### src/hdl/bcbf_pkg.sv
package bcbf_pkg;

    localparam int SLOTS_PER_BIN  = 64;
    localparam int MAX_BINS       = 1024;
    localparam int MAX_CATEGORIES = 4;
    localparam int COUNTER_BITS   = 16;

    // slot index width: largest b with 2^b <= SLOTS_PER_BIN
    localparam int SLOT_W  = $clog2(SLOTS_PER_BIN + 1) - 1;
    localparam int BIN_W   = $clog2(MAX_BINS);
    localparam int CAT_W   = 2;
    localparam int ADDR_W  = CAT_W + BIN_W + SLOT_W;
    localparam int DEPTH   = 1 << ADDR_W;

    localparam int OP_W     = 2;
    localparam int KEY_W    = 64;
    localparam int TOTAL_W  = 18;
    localparam int PREV_W   = 16;
    localparam int NB_W     = 11;
    localparam int NP_W     = 4;
    localparam int NC_W     = 3;
    localparam int CFG_W    = 11;
    localparam int CFG_IDX_W = 2;
    localparam int PROBE_W  = 3;

    localparam logic [OP_W-1:0] OP_ADD       = 2'd0;
    localparam logic [OP_W-1:0] OP_COUNT     = 2'd1;
    localparam logic [OP_W-1:0] OP_COUNT_ALL = 2'd2;
    localparam logic [OP_W-1:0] OP_RESERVED  = 2'd3;

    localparam logic [CFG_IDX_W-1:0] REG_NUM_BINS = 2'd0;
    localparam logic [CFG_IDX_W-1:0] REG_PROBES   = 2'd1;
    localparam logic [CFG_IDX_W-1:0] REG_NUM_CATS = 2'd2;

    typedef enum logic [4:0] {
        DP_NOP, DP_CLEAR, DP_LOAD, DP_MUL, DP_ROT, DP_XS, DP_PRE, DP_PREB,
        DP_SWAP, DP_FIN1, DP_FIN2, DP_DIV, DP_RD, DP_INC, DP_MINUP, DP_ACC, DP_EMIT
    } t_dp_op;

    typedef enum logic [1:0] {K_C1, K_C2, K_F1, K_F2} t_mul_k;

    typedef struct packed {
        t_dp_op               op;
        t_mul_k               mk;
        logic [1:0]           phase;
        logic [PROBE_W-1:0]   probe;
        logic [CAT_W-1:0]     cat;
    } t_dp_cmd;

    typedef struct packed {
        logic                 clear_done;
        logic [OP_W-1:0]      op;
        logic                 bad;
        logic [CAT_W-1:0]     cat;
        logic [PROBE_W-1:0]   np_last;
        logic [CAT_W-1:0]     nc_last;
        logic                 out_full;
    } t_dp_status;

    function automatic logic [63:0] mul_k(input t_mul_k sel);
        logic [63:0] k;
        unique case (sel)
            K_C1:    k = 64'h87c37b91114253d5;
            K_C2:    k = 64'h4cf5ad432745937f;
            K_F1:    k = 64'hff51afd7ed558ccd;
            default: k = 64'hc4ceb9fe1a85ec53;
        endcase
        return k;
    endfunction

endpackage

### src/hdl/bcbf_ctl.sv
module bcbf_ctl import bcbf_pkg::*; (
    input  logic       i_clk,
    input  logic       i_rst_n,
    input  logic       i_in_valid,
    output logic       o_in_ready,
    input  t_dp_status i_status,
    output t_dp_cmd    o_cmd
);

    localparam logic [4:0] S_CLEAR = 5'd0;
    localparam logic [4:0] S_IDLE  = 5'd1;
    localparam logic [4:0] S_CHECK = 5'd2;
    localparam logic [4:0] S_M1    = 5'd3;
    localparam logic [4:0] S_ROT   = 5'd4;
    localparam logic [4:0] S_M2    = 5'd5;
    localparam logic [4:0] S_PRE   = 5'd6;
    localparam logic [4:0] S_PREB  = 5'd7;
    localparam logic [4:0] S_X1    = 5'd8;
    localparam logic [4:0] S_F1    = 5'd9;
    localparam logic [4:0] S_X2    = 5'd10;
    localparam logic [4:0] S_F2    = 5'd11;
    localparam logic [4:0] S_X3    = 5'd12;
    localparam logic [4:0] S_SWAP  = 5'd13;
    localparam logic [4:0] S_FIN1  = 5'd14;
    localparam logic [4:0] S_FIN2  = 5'd15;
    localparam logic [4:0] S_DIV   = 5'd16;
    localparam logic [4:0] S_RD    = 5'd17;
    localparam logic [4:0] S_UPD   = 5'd18;
    localparam logic [4:0] S_ACC   = 5'd19;
    localparam logic [4:0] S_EMIT  = 5'd20;

    logic [4:0]       r_state, n_state;
    logic [5:0]       r_cnt, n_cnt;
    logic [CAT_W-1:0] r_cat, n_cat;
    logic             r_pass, n_pass;
    logic             w_mul_last;
    logic             w_reserved;

    assign w_mul_last = (r_cnt[1:0] == 2'd2);
    assign w_reserved = (i_status.op != OP_ADD) && (i_status.op != OP_COUNT)
                        && (i_status.op != OP_COUNT_ALL);
    assign o_in_ready = (r_state == S_IDLE);

    always_comb begin
        n_state     = r_state;
        n_cnt       = r_cnt;
        n_cat       = r_cat;
        n_pass      = r_pass;
        o_cmd.op    = DP_NOP;
        o_cmd.mk    = K_C1;
        o_cmd.phase = r_cnt[1:0];
        o_cmd.probe = r_cnt[PROBE_W-1:0];
        o_cmd.cat   = r_cat;
        unique case (r_state)
            S_CLEAR: begin
                o_cmd.op = DP_CLEAR;
                if (i_status.clear_done) n_state = S_IDLE;
            end
            S_IDLE: begin
                if (i_in_valid) begin
                    o_cmd.op = DP_LOAD;
                    n_pass   = 1'b0;
                    n_cnt    = '0;
                    n_state  = S_CHECK;
                end
            end
            S_CHECK: begin
                if (i_status.bad || w_reserved) n_state = S_EMIT;
                else                            n_state = S_M1;
            end
            S_M1: begin
                o_cmd.op = DP_MUL;
                o_cmd.mk = K_C1;
                n_cnt    = w_mul_last ? '0 : r_cnt + 6'd1;
                if (w_mul_last) n_state = S_ROT;
            end
            S_ROT: begin
                o_cmd.op = DP_ROT;
                n_state  = S_M2;
            end
            S_M2: begin
                o_cmd.op = DP_MUL;
                o_cmd.mk = K_C2;
                n_cnt    = w_mul_last ? '0 : r_cnt + 6'd1;
                if (w_mul_last) n_state = S_PRE;
            end
            S_PRE: begin
                o_cmd.op = DP_PRE;
                n_state  = S_PREB;
            end
            S_PREB: begin
                o_cmd.op = DP_PREB;
                n_state  = S_X1;
            end
            S_X1: begin
                o_cmd.op = DP_XS;
                n_state  = S_F1;
            end
            S_F1: begin
                o_cmd.op = DP_MUL;
                o_cmd.mk = K_F1;
                n_cnt    = w_mul_last ? '0 : r_cnt + 6'd1;
                if (w_mul_last) n_state = S_X2;
            end
            S_X2: begin
                o_cmd.op = DP_XS;
                n_state  = S_F2;
            end
            S_F2: begin
                o_cmd.op = DP_MUL;
                o_cmd.mk = K_F2;
                n_cnt    = w_mul_last ? '0 : r_cnt + 6'd1;
                if (w_mul_last) n_state = S_X3;
            end
            S_X3: begin
                o_cmd.op = DP_XS;
                n_state  = r_pass ? S_FIN1 : S_SWAP;
            end
            S_SWAP: begin
                // second finalizer pass works on the high word
                o_cmd.op = DP_SWAP;
                n_pass   = 1'b1;
                n_state  = S_X1;
            end
            S_FIN1: begin
                o_cmd.op = DP_FIN1;
                n_state  = S_FIN2;
            end
            S_FIN2: begin
                o_cmd.op = DP_FIN2;
                n_cnt    = '0;
                n_state  = S_DIV;
            end
            S_DIV: begin
                o_cmd.op = DP_DIV;
                n_cnt    = r_cnt + 6'd1;
                if (&r_cnt) begin
                    n_cnt   = '0;
                    n_cat   = (i_status.op == OP_COUNT_ALL) ? '0 : i_status.cat;
                    n_state = S_RD;
                end
            end
            S_RD: begin
                o_cmd.op = DP_RD;
                n_state  = S_UPD;
            end
            S_UPD: begin
                o_cmd.op = (i_status.op == OP_ADD) ? DP_INC : DP_MINUP;
                if (r_cnt[PROBE_W-1:0] == i_status.np_last) begin
                    n_cnt   = '0;
                    n_state = (i_status.op == OP_ADD) ? S_EMIT : S_ACC;
                end else begin
                    n_cnt   = r_cnt + 6'd1;
                    n_state = S_RD;
                end
            end
            S_ACC: begin
                o_cmd.op = DP_ACC;
                if (i_status.op == OP_COUNT || r_cat == i_status.nc_last) begin
                    n_state = S_EMIT;
                end else begin
                    n_cat   = r_cat + 1'b1;
                    n_state = S_RD;
                end
            end
            S_EMIT: begin
                if (!i_status.out_full) begin
                    o_cmd.op = DP_EMIT;
                    n_state  = S_IDLE;
                end
            end
            default: n_state = S_IDLE;
        endcase
    end

    always_ff @(posedge i_clk) begin
        if (!i_rst_n) begin
            r_state <= S_CLEAR;
            r_cnt   <= '0;
            r_cat   <= '0;
            r_pass  <= 1'b0;
        end else begin
            r_state <= n_state;
            r_cnt   <= n_cnt;
            r_cat   <= n_cat;
            r_pass  <= n_pass;
        end
    end

endmodule

### config.mk
export PLATFORM = sky130hd
export DESIGN_NAME = bcbf_ctl
export DESIGN_NICKNAME = d
export VERILOG_FILES = /design/src/hdl/bcbf_pkg.sv /design/src/hdl/bcbf_ctl.sv
export SDC_FILE = /design/constraint.sdc
export NUM_CORES = 1
export LEC_CHECK = 0
export BUFFER_PORTS_ARGS = -buffer_cell sky130_fd_sc_hd__buf_2
export CAP_MARGIN = 20
export CELL_PAD_IN_SITES_DETAIL_PLACEMENT = 1
export CELL_PAD_IN_SITES_GLOBAL_PLACEMENT = 1
export CORE_MARGIN = 4
export CORE_UTILIZATION = 35
export CTS_CLUSTER_DIAMETER = 120
export CTS_CLUSTER_SIZE = 40
export DETAILED_ROUTE_END_ITERATION = 12
export MAX_ROUTING_LAYER = met4
export PLACE_DENSITY_LB_ADDON = 0.1
export SYNTH_ARGS = -nofsm -noshare
export SYNTH_HDL_FRONTEND = slang
export SYNTH_SLANG_ARGS = --single-unit
### constraint.sdc
create_clock -name i_clk -period 1.9 [get_ports i_clk]
set_input_delay 0.095 -clock i_clk [delete_from_list [all_inputs] [get_ports i_clk]]
set_output_delay 0.095 -clock i_clk [all_outputs]
set_load 0.05 [all_outputs]
Word level (Yosys, flattened, before mapping)
Index checks and enable logic that the tools add are counted.
{ "op_classes": {"reduce_logical": 18, "n_eq_ne": 36, "add_sub_neg": 2, "mux": 30} }
{ "ops": {"columns": ["cell", "n"], "rows": [
  ["$pmux 5 s20", 1],
  ["$pmux 5 s15", 1],
  ["$mux 5", 10],
  ["$eq 5x4->1 const B", 8],
  ["$pmux 6 s5", 1],
  ["$eq 5x5->1 const B", 5],
  ["$mux 6", 4],
  ["$eq 5x3->1 const B", 4],
  ["$ne 2x2->1 const B", 10],
  ["$mux 2", 6],
  ["$eq 5x2->1 const B", 2],
  ["$mux 3", 3],
  ["$reduce_and 8->1", 1],
  ["$add 6x1->6 const B", 1],
  ["$pmux 2 s3", 1],
  ["$reduce_and 6->1", 1],
  ["$reduce_bool 2->1", 3],
  ["$eq 5x1->1 const B", 1],
  ["$logic_not 5->1", 1],
  ["$reduce_bool 5->1", 1],
  ["$eq 2x2->1 const B", 2],
  ["$pmux 2 s2", 1],
  ["$reduce_and 2->1", 2],
  ["$reduce_or 4->1", 1],
  ["other kinds (13)", 15]
]} }
{ "totals": {"register_bits": 14, "in_bits": 15, "output_inout_bits": 15, "word_cells": 90} }

Depth between registers and ports, before layout
{ "depth": {"ltp_word": 6, "depth_mapped": 8} }

Worst setup path before layout
No wires, ideal clock.
{ "synth_timing": {"kind": "flip-flop to output port", "startpoint": "reg r_state[2]", "endpoint": "out o_cmd[13] (netlist bit)", "n_path_buf": 3, "path_stages_with_launch": 6, "setup_slack_ns": -0.679, "t_arrival_ns": 2.484, "required_time_ns": 1.805, "cell_sequence": "dfxtp_1 > buf_6 > clkbuf_1 > clkbuf_1 > nand2_1 > nor4_1"} }
{ "synth_rtl": {"columns": ["element", "line_no", "rtl"], "rows": [
  ["from (decl)", "bcbf_ctl.sv:32", "logic [4:0] r_state, n_state;"],
  ["from (signal assigned)", "bcbf_ctl.sv:183", "r_state <= n_state;"],
  ["to (decl)", "bcbf_ctl.sv:7", "output t_dp_cmd o_cmd"]
]} }

Worst setup path in the final report
{ "layout_timing": {"startpoint": "reg r_state[4]", "endpoint": "reg r_cnt[3]"} }
{ "layout_via": {"elab_chain_cells": 4, "elab_cells_between_ends": 13, "classes_between": "eq/ne (9); mux (1); reduce/logical (3)"} }
{ "layout_rtl": {"columns": ["element", "line_no", "rtl"], "rows": [
  ["$eq 5x4->1, or another cell as far along", "bcbf_ctl.sv:54", "unique case (r_state)"],
  ["$reduce_or 4->1 (no line)", null, null],
  ["$reduce_bool 5->1 (no line)", null, null],
  ["$reduce_and 2->1 (no line)", null, null],
  ["to (signal assigned)", "bcbf_ctl.sv:184", "r_cnt <= n_cnt;"],
  ["to (decl)", "bcbf_ctl.sv:33", "logic [5:0] r_cnt, n_cnt;"]
]} }
Several ways; a longest one is shown, not always the timed one.
A chain may end at the register's enable or synchronous reset.

==> results by group <==
Clock network
  • Clock edge transition at the registers on the reported setup and hold paths: 0.06 ns
  • TritonCTS clock tree: done
  • Clk_lat worst skew: 0.26 ns
  • CTS Buffer Depth: 2
  • Post-CTS Hold Buffers: 0
  • CTS Buf Count: 3
  • CTS root buffer: clkbuf_8
  • Sink Count: 14
  • Htree depth: 1

Detailed routing
  • Drt drc: 0
  • Routed Antenna Nets: 0
  • Routed vias: 1,742
  • DRT iter0 DRCs: 59
  • Drt pass-1 iters: 4
  • Drt wl/cell: 17.4 um
  • Wirelength, routed: 5220 um
  • DR vias/cell: 5.81

Cells and area
  • Layout cells sized above 1: 42.8%
  • Layout Area Growth over Synthesis: 43.5%
  • Final #Nets: 271
  • Finished Core Util: 51.9%
  • Final instance area: 2070 sq um
  • Antenna Cells: 0
  • Fillers: 501

Worst setup path
  • Reg2reg setup slack: 0.002 ns
  • CP Max Fanout: 4
  • Worst path max stage delay: 0.49 ns
  • Largest delay share family, worst path: simple AND/OR/NAND/NOR gates
  • CP endpoint: r_cnt[3]$_SDFFE_PN0P_
  • CP Buf/Inv Count: 0
  • FF-to-FF End: r_cnt[3]$_SDFFE_PN0P_
  • Critical path, cell by cell: or3b_4 > a311o_1 > a31oi_4 > or4b_4 > nand3_2
  • Critical path class: reg2reg
  • Data required time of the worst path: 2.10 ns
  • Reg-to-reg startpoint: r_state[4]$_SDFFE_PN0P_
  • R2R cell count: 5
  • Slowest-stage cell, CP: or4b_4
  • Crit end category: flip-flop
  • CP startpoint: r_state[4]$_SDFFE_PN0P_
  • Instance count on the critical path: 5
  • Setup crit start kind: flip-flop
  • Critical Path AT: 2.10 ns

Timing
  • Slew HR: 71.8%
  • Final worst slack: 0.00196 ns
  • Final setup fails: 0
  • Final hold vios: 0
  • WHS: 0.199 ns
  • Slew Viols, Final: 0
  • F_max: 527 MHz
  • Fin crit period: 1.90 ns
  • Crit share post-route: 99.9%
  • Clock Skews: 0.00107 ns
  • Actual slew at the worst max-slew pin: 0.422 ns
  • Unrepaired setup endpoints after global routing: yes

Yosys
  • Yosys warning count: 0
  • Count of flip-flops with a built-in enable after synthesis: 0
  • Main synth FF type: dfxtp_1
  • Yosys cell types: 54
  • Cells after Synth: 206
  • #FFs+latches synth: 14
  • Mapped cell area: 1450 sq um
  • Syn nets: 225
  • Ys async rst share: 0%
  • Register area share after synthesis: 19.4%
  • Average size of a mapped cell: 7.02 sq um

Global routing
  • Gr ovfl total: 0
  • Vias in the first global route: 1,764
  • Largest net degree at the start of global routing: 25
  • Global-route wire length before repair: 8590 um
  • Overall routing resource usage: 21.0%
  • Initial antenna violation count: 0

Placed design
  • Placed cell areas: 1850 sq um
  • IO buf count: 29
  • Worst slack at placement: -0.0657 ns
  • Post-detail-place hpwl: 4000 um
  • Final GP Congestion: 0.964

Floorplan
  • Starting Density: 36.1%
  • Die Height: 72.3 um
  • # IOs: 30
  • Placement Rows: 23
  • Die X-Extent: 72.3 um
  • CORE AREA: 4000 sq um
  • Die Footprint: 5220 sq um

Power and ir drop
  • Worst vdd ir: 0.461 mV
  • Leakage power total: 0.000817 uW
  • Power density over cell area: 1250 nW/um^2

Outcome
  • Outcome: finished, final reports clean

Min path
  • Hold Crit Class: in2reg

Job
  • Max_cap viols: 0
-- cell families (layout without fill, tap and decap cells) --
kind of cell | after synthesis | after routing | share of synthesized area (%)
xor gates and xnor gates | 7 | 7 | 4.24
and+or+nand+nor | 81 | 81 | 29.8
DFF | 14 | 14 | 19.4
adders and majority gates | 4 | 4 | 3.46
AOI/OAI and AO/OA | 66 | 66 | 30.4
buffers and inverters | 30 | 74 | 9.96
muxes | 4 | 4 | 2.77
-- routing by layer --
| layer | wire length, um | vias up | global-route usage, % |
|---|---|---|---|
| li1 | - | 849 | - |
| met1 | 2300 | 841 | 25.9 |
| met2 | 2660 | 43 | 36.1 |
| met3 | 174 | 9 | 2.08 |
| met4 | 83 | 0 | 5.85 |
| met5 | 0 | - | - |
-- worst register-to-register path, stage by stage (launching register included) --
cell and delay [ns]:
dfxtp_2 0.35, or3b_4 0.41, a311o_1 0.34, a31oi_4 0.20
or4b_4 0.49, nand3_2 0.07
-- cell usage in the layout, fill, tap and decap left out, types with 4 or more instances in the layout --
cell type	synthesis	routed
dfxtp_1	14	8
buf_6	1	5
o21ai_0	15	12
a21oi_1	18	16
buf_2	4	27
nor2_1	14	14
a31oi_1	5	4
nor3_1	8	4
inv_1	6	6
dfxtp_2	0	5
xor2_1	4	4
buf_4	5	31
nand2_1	17	17
nand3_1	11	10
mux2i_1	4	4
-- power by group --
part           internal, uW  leakage (uW)  switching, uW
clock network           141     0.0000216            125
logic                   797      0.000680           1140
registers               339      0.000116           49.7
-- cell usage after synthesis, drive strengths merged, types with 6 or more instances --
cell type,instances,area (sq um)
buf,14,83.8
inv,6,22.5
nand3,11,55.1
nand2,17,63.8
clkbuf,10,37.5
a21oi,18,90.1
nor2,14,52.6
nor3,8,40.0
a31oi,6,52.6
o21ai,15,75.1
dfxtp,14,280
-- per-stage QoR --
step / instances / power, uW / setup TNS [ns]
after CTS: 297 / 2410 / -0.0278
final: 300 / 2590 / 0
after detailed placement: 294 / 2080 / -0.0657
after global placement: 294 / 2030 / 0
after floorplan: 206 / 1530 / -0.226
after global routing: 300 / 2760 / -0.153
-- cell type report --
| type | count | area (sq um) | area share (%) |
|---|---|---|---|
| clock buffers | 3 | 41.3 | 1.99 |
| inverters | 6 | 22.5 | 1.09 |
| multi-input cells | 162 | 1210 | 58.1 |
| flip-flops and latches | 14 | 290 | 14.0 |
| well taps | 50 | 62.6 | 3.02 |
| repair buffers | 65 | 452 | 21.8 |
-- what timing repair did --
item / CTS / global route
hold endpoints to repair: 0 / 0
gates resized for setup: 9 / 31
pin swaps: 0 / 7
cloned: 0 / 0
setup buffers: 0 / 3
endpoints found under the setup margin: 4 / 16
-- worst min path at each step --
| stage | start | end | cells after the start |
|---|---|---|---|
| after floorplan | i_status[10] | r_state[2]$_SDFFE_PN0P_ | 2 |
| after global placement | i_status[9] | r_state[2]$_SDFFE_PN0P_ | 3 |
| after detailed placement | i_status[9] | r_state[2]$_SDFFE_PN0P_ | 3 |
| after CTS | i_status[9] | r_state[2]$_SDFFE_PN0P_ | 3 |
| after global routing | i_status[9] | r_state[2]$_SDFFE_PN0P_ | 3 |
| final | i_status[9] | r_state[2]$_SDFFE_PN0P_ | 3 |
-- sequential cells by signal, indices dropped and copies added (netlist names) --
register and count:
r_state 5, r_cnt 6, r_cat 2, r_pass 1
Power figures use the tool's default switching activity.
